$ cat src/sv/pfe_pkg.sv
package pfe_pkg;

  // Default sizes of the pipe.
  localparam int unsigned CAPACITY  = 4096;
  localparam int unsigned MAX_BURST = 64;
  localparam int unsigned MAX_ENDS  = 255;

  // Fixed widths of the item fields.
  localparam int unsigned OP_W     = 3;
  localparam int unsigned LEN_W    = 7;
  localparam int unsigned STATUS_W = 3;
  localparam int unsigned FILL_W   = 13;
  localparam int unsigned ENDS_W   = 8;
  localparam int unsigned REFS_W   = 9;

  typedef enum logic [OP_W-1:0] {
    OP_CREATE = 3'd0,
    OP_READ   = 3'd1,
    OP_WRITE  = 3'd2,
    OP_DUP    = 3'd3,
    OP_CLOSE  = 3'd4
  } op_e;

  typedef enum logic [STATUS_W-1:0] {
    ST_OK          = 3'd0,
    ST_EOF         = 3'd1,
    ST_BROKEN_PIPE = 3'd2,
    ST_WOULD_BLOCK = 3'd3,
    ST_BAD_HANDLE  = 3'd4,
    ST_TOO_MANY    = 3'd5
  } status_e;

  typedef enum logic [1:0] {
    S_IDLE,
    S_EXEC,
    S_FETCH,
    S_SEND
  } state_e;

  // Commands from the controller to the datapath.
  typedef struct packed {
    logic latch;  // capture the accepted input beat
    logic exec;   // carry out the operation, or set up a read burst
    logic fetch;  // read the ring at the head
    logic send;   // emit one burst byte and prefetch the next
  } cmd_t;

  // Status from the datapath to the controller.
  typedef struct packed {
    logic burst;      // the held operation is a read that delivers bytes
    logic slot_free;  // the output register can take a result this cycle
    logic last_byte;  // one burst byte remains
  } sts_t;

endpackage

$ cat src/sv/pfe_ctrl.sv
module pfe_ctrl (
  input  logic          clk_i,
  input  logic          rst_ni,
  input  logic          in_valid_i,
  output logic          in_ready_o,
  input  pfe_pkg::sts_t sts_i,
  output pfe_pkg::cmd_t cmd_o
);

  pfe_pkg::state_e state_q, state_d;

  // State register.
  always_ff @(posedge clk_i or negedge rst_ni) begin
    if (!rst_ni) begin
      state_q <= pfe_pkg::S_IDLE;
    end else begin
      state_q <= state_d;
    end
  end

  // Next state and commands.
  always_comb begin
    state_d    = state_q;
    cmd_o      = '0;
    in_ready_o = 1'b0;
    unique case (state_q)
      pfe_pkg::S_IDLE: begin
        in_ready_o = 1'b1;
        if (in_valid_i) begin
          cmd_o.latch = 1'b1;
          state_d     = pfe_pkg::S_EXEC;
        end
      end
      pfe_pkg::S_EXEC: begin
        // A burst sets up without a result; anything else needs the output slot.
        if (sts_i.burst) begin
          cmd_o.exec = 1'b1;
          state_d    = pfe_pkg::S_FETCH;
        end else if (sts_i.slot_free) begin
          cmd_o.exec = 1'b1;
          state_d    = pfe_pkg::S_IDLE;
        end
      end
      pfe_pkg::S_FETCH: begin
        cmd_o.fetch = 1'b1;
        state_d     = pfe_pkg::S_SEND;
      end
      pfe_pkg::S_SEND: begin
        if (sts_i.slot_free) begin
          cmd_o.send = 1'b1;
          if (sts_i.last_byte) begin
            state_d = pfe_pkg::S_IDLE;
          end
        end
      end
      default: begin
        state_d = pfe_pkg::S_IDLE;
      end
    endcase
  end

endmodule

$ cat config.mk
export PLATFORM = sky130hd
export DESIGN_NAME = pfe_ctrl
export DESIGN_NICKNAME = d
export VERILOG_FILES = /design/src/sv/pfe_pkg.sv /design/src/sv/pfe_ctrl.sv
export SDC_FILE = /design/constraint.sdc
export NUM_CORES = 1
export LEC_CHECK = 0
export ABC_AREA = 1
export BUFFER_PORTS_ARGS = -buffer_cell sky130_fd_sc_hd__buf_4
export CAP_MARGIN = 10
export CORE_AREA = 2 2 39 41
export DETAILED_ROUTE_END_ITERATION = 6
export DIE_AREA = 0 0 41 43
export PLACE_DENSITY = 0.33
export SLEW_MARGIN = 20
export SYNTH_ARGS = -nofsm -noshare
export SYNTH_HDL_FRONTEND = slang
export SYNTH_SLANG_ARGS = --single-unit
$ cat constraint.sdc
create_clock -name clk_i -period 1.3 [get_ports clk_i]
set_clock_uncertainty 0.15 [all_clocks]
set_input_delay 0.065 -clock clk_i [delete_from_list [all_inputs] [get_ports clk_i]]
set_output_delay 0.065 -clock clk_i [all_outputs]
set_load 0.01 [all_outputs]
# Yosys cells after proc, flatten, opt, wreduce, memory -nomap -nowiden
# Cells that the tools add are included.
# word_totals
mem_count,0
ram_bits,0
romBits,0
latch_bits,0
regBits,2
in_bits,6
# op_classes
shifts,0
n_mul,0
addsub,0
div_mod_pow,0
magnitude_cmp,0
bitwise,0
reduce_logical,2
mux,14
n_eq_ne,7
# op_table
op,n
2-bit 2-to-1 mux,5
1-bit 2-to-1 mux,8
2-bit one-hot mux with 4 select lines,1
2-bit inequality test (second input constant),3
2-bit == test (second input constant),2
4-bit AND reduction,1
3-bit inequality test (second input constant),1
2-bit by 1-bit == test with 1-bit output (second input constant),1
2-bit zero test,1

# Logic depth before layout (Yosys ltp)
# logic_depth
word_depth,3
ltp_mapped,8

# Worst setup path after synthesis
# Ideal clock, no wire load.
# synth_path
kind,flip-flop to flip-flop
from,reg state_q[0]
to,reg with a tool-made name
path_stages_with_launch,8
n_path_buf,0
required_ps,1085
setup_slack_ps,145
synth_period_minus_slack_ps,1155
arrival_time_ps,940
path_cell_list,dfrtp_1 > nor2_1 > nand2_1 > nand2_1 > inv_1 > nand2_1 > nand2_1 > nand2_1
# synth_lines
element,line,text
"start, declared",pfe_ctrl.sv:10,"pfe_pkg::state_e state_q, state_d;"
"start signal, assigned",pfe_ctrl.sv:15,state_q <= pfe_pkg::S_IDLE;
"start signal, assigned",pfe_ctrl.sv:17,state_q <= state_d;

==> results.txt <==
----------------------------------------------------
[Worst hold path]
  Hold Crit Depth ... 4
  Worst hold path startpoint ... sts_i[0]
  End point of the worst hold path ... state_q[0]$_DFFE_PN0P_
  Kind of path behind the tightest hold check ... in -> reg

[Critical path]
  Critical path's largest stage delay ... 0.54 ns
  Element type at the critical path end ... primary output
  Critical path type ... in -> out
  Number of cells on the worst reg-to-reg path ... 8
  Cell with the largest stage delay on the worst path ... sky130_fd_sc_hd__dlygate4sd3_1
  Arrival time reported for the critical path endpoint ... 1.04 ns
  Source of the critical timing path ... sts_i[2]
  Required arrival time at the worst endpoint ... 1.09 ns
  Crit-path most repeated cell ... sky130_fd_sc_hd__buf_4
  Cells along the critical path ... dlygate4sd3_1 > buf_4 > nor2_4 > nor3_2 > buf_4
  Worst reg-to-reg setup slack ... 0.15 ns
  Maximum fanout along the worst path ... 2
  Startpoint types ... primary input

[Yosys]
  Multiplexer share of the synthesized area ... 0%
  Share of the synthesized netlist area taken by xor and xnor gates ... 0%
  Net Count, Synth ... 31
  Post-synthesis simple-gate area fraction ... 41.4%
  Number of distinct library cell variants in the gate-level netlist after synthesis ... 9
  Cell types occupying the most area after synthesis ... sky130_fd_sc_hd__dfrtp_1, sky130_fd_sc_hd__nand2_1, sky130_fd_sc_hd__inv_1, sky130_fd_sc_hd__nor2_1, sky130_fd_sc_hd__nor3_1
  Synthesized area ... 145 sq um
  Adder-Cell Fraction of Synth Area ... 0%
  Post-Syn Area per Cell ... 5.81 sq um
  Share of flip-flops with an asynchronous set or reset ... 100%
  Share of the yosys chip area belonging to registers ... 34.5%
  Largest area contributor in the netlist ... sky130_fd_sc_hd__dfrtp_1
  Post-synthesis cell count ... 25
  Library cell with the highest instance count after synthesis ... sky130_fd_sc_hd__nand2_1
  Post-synth EDFFs ... 0
  Compound-gate portion of the synthesized area ... 8.62%
  Number of warnings printed during yosys synthesis ... 0
  Fraction of post-synthesis cell area in the top cell type by area ... 34.5%
  Main combinational cell family by area after synthesis ... simple AND/OR/NAND/NOR gates
  Main flop type after synthesis ... sky130_fd_sc_hd__dfrtp_1
  Flops & latches, synth ... 2
  Commonest cells in the netlist ... sky130_fd_sc_hd__nand2_1, sky130_fd_sc_hd__inv_1, sky130_fd_sc_hd__nor2_1

[GRT]
  Gr usage total ... 6.43%
  Leftover overflow at the end of global routing ... 0
  Number of global-route vias before repair ... 189
  Pin count of the biggest net entering global routing ... 7
  Initial antenna violation count ... 0
  Wire length of the first global-routing pass ... 676 microns

[Die]
  Num rows ... 14
  Chip width ... 41 microns
  Y dimension of the die ... 43 microns
  I/O pin cnt ... 11
  Area of the die ... 0.00176 sq mm
  Effective utilization at floorplan ... 10.5%
  Core footprint ... 0.00138 sq mm

[STA]
  Period utilisation layout ... 96.4%
  Hold Slack ... -0.000278 ns
  Unrepaired setup endpoints after global routing ... no
  Clock period minus worst slack ... 1.25 ns
  Transition at the pin with the smallest max-transition slack ... 0.157 ns
  Number of max-slew violations in the final report ... 0
  Fmax ... 798 MHz
  Final setup violation count ... 0
  Number of hold violations in the final report ... 1
  Setup tns final ... 0 ns
  Slew margin rel. ... 89.5%

[Power and ir drop]
  Leakage dissipation ... 0.159 nW
  Maximum VDD drop ... 485 uV
  Areal power density over the cells ... 2020 mW/mm^2

[Layout]
  Fraction of final layout cells sized beyond drive strength 1 ... 47.5%
  Final design utilization ... 21.7%
  Number of nets in the layout ... 48
  Filler cell count in the final layout ... 165
  Antenna cell count ... 0
  Area added between synthesis and finish ... 107%

[CTS]
  Maximum buffer depth of the clock tree ... 2
  CTS H-tree lvls ... 1
  Setup repair bufs after CTS ... 0
  Number of buffers created by CTS ... 3
  Buffer cell driving the clock tree root ... sky130_fd_sc_hd__clkbuf_4
  CTS tree ... done
  Source-to-sink clock delay at the later pin of the worst-skew pair ... 0.22 ns
  Number of sinks handled by clock tree synthesis ... 2
  Register clock-pin slew on the reported worst setup and hold paths ... 0.03 ns

[Routing]
  Starting DRC count in detailed routing ... 1
  Overall routed net length ... 427 microns
  Via count normalized by instance count ... 3.45
  DRC violations left ... 0
  Average detailed-routed wire length per instance ... 7.63 microns
  Via count ... 193
  DRT Pass-1 Iters ... 2
  Number of nets still failing antenna checks after routing ... 0

[Status]
  Result of the run ... complete, but fails checks
  Violated checks ... hold timing

[Run]
  Number of maximum-capacitance constraint violations ... 0

[Placed design]
  Placer's final routability congestion estimate ... 0.616
  HPWL reported at the end of detailed placement ... 321 microns
  Number of port buffers ... 10

----------------------------------------------------
-- worst max-delay path: cells and delay by family --
family | cells | cell delay, ns
buf+inv | 3 | 0.83
simple gates | 2 | 0.15
-- layout make-up --
class                           count  area [sq um]  share of cell area [%]
Clock buffer                        3          22.5                    7.50
Inverter                            6          22.5                    7.50
Multi-Input combinational cell     17          87.6                    29.2
Tap cell                           16          20.0                    6.67
Timing Repair Buffer               12          95.1                    31.7
Sequential cell                     2          52.6                    17.5
-- power breakdown --
part,switching [mW],leakage [nW],internal (mW)
logic,0.156,0.123,0.156
registers,0.0574,0.0219,0.101
clock network,0.0330,0.0138,0.102
total,0.247,0.159,0.359
-- placed cells by master (no fill, tap or decap) --
| cell type | instances |
|---|---|
| sky130_fd_sc_hd__nor3_2 | 1 |
| sky130_fd_sc_hd__clkinv_1 | 1 |
| sky130_fd_sc_hd__o21ai_1 | 1 |
| sky130_fd_sc_hd__nor3_1 | 1 |
| sky130_fd_sc_hd__dfrtp_2 | 2 |
| sky130_fd_sc_hd__nor2_1 | 3 |
| sky130_fd_sc_hd__nand3_1 | 1 |
| sky130_fd_sc_hd__inv_2 | 1 |
| sky130_fd_sc_hd__nor2_4 | 1 |
| sky130_fd_sc_hd__nand2_2 | 1 |
| sky130_fd_sc_hd__dlygate4sd3_1 | 2 |
| sky130_fd_sc_hd__clkbuf_4 | 3 |
| sky130_fd_sc_hd__inv_1 | 4 |
| sky130_fd_sc_hd__a21boi_0 | 1 |
| sky130_fd_sc_hd__buf_4 | 10 |
| sky130_fd_sc_hd__nand2_1 | 7 |
-- metrics by stage --
step           total power [mW]  setup WS [ns]  hold slack, ns  instances  instance area (sq um)
2_1_floorplan             0.302          0.145          -0.381         25                    145
5_1_grt                   0.679         0.0184          0.0108         56                    300
6_report                  0.606         0.0466       -0.000278         56                    300
3_3_place_gp              0.444         0.0870          -0.299         51                    240
3_5_place_dp              0.439          0.110          -0.298         51                    240
4_1_cts                   0.586         0.0167         0.00574         56                    283
-- layer usage --
metal	part of all wire (%)	wire length [microns]	GRT usage, %	vias up
li1	-	-	-	104
met1	41	176	7.40	84
met2	52	224	7.19	5
met3	6.1	26	1.57	0
met4	0	0	10.0	0
met5	0	0	0	-
-- logic make-up after synthesis --
logic type | Yosys count
AOI/OAI and AO/OA | 2
buffers and inverters | 6
DFF | 2
and+or+nand+nor | 15
-- worst max-delay path by stage --
| stage | endpoint | cells past startpoint |
|---|---|---|
| 2_1_floorplan | register | 7 |
| 3_3_place_gp | register | 8 |
| 3_5_place_dp | register | 8 |
| 4_1_cts | cmd_o[2] | 5 |
| 5_1_grt | register | 8 |
| 6_report | cmd_o[2] | 5 |
-- repair_timing --
action                     in CTS  in global routing
hold buffers                    2                  0
setup endpoints to repair       0                  3
gates resized for setup         0                  7
hold endpoints to repair        3                  0
Power figures use the tool's default switching activity.
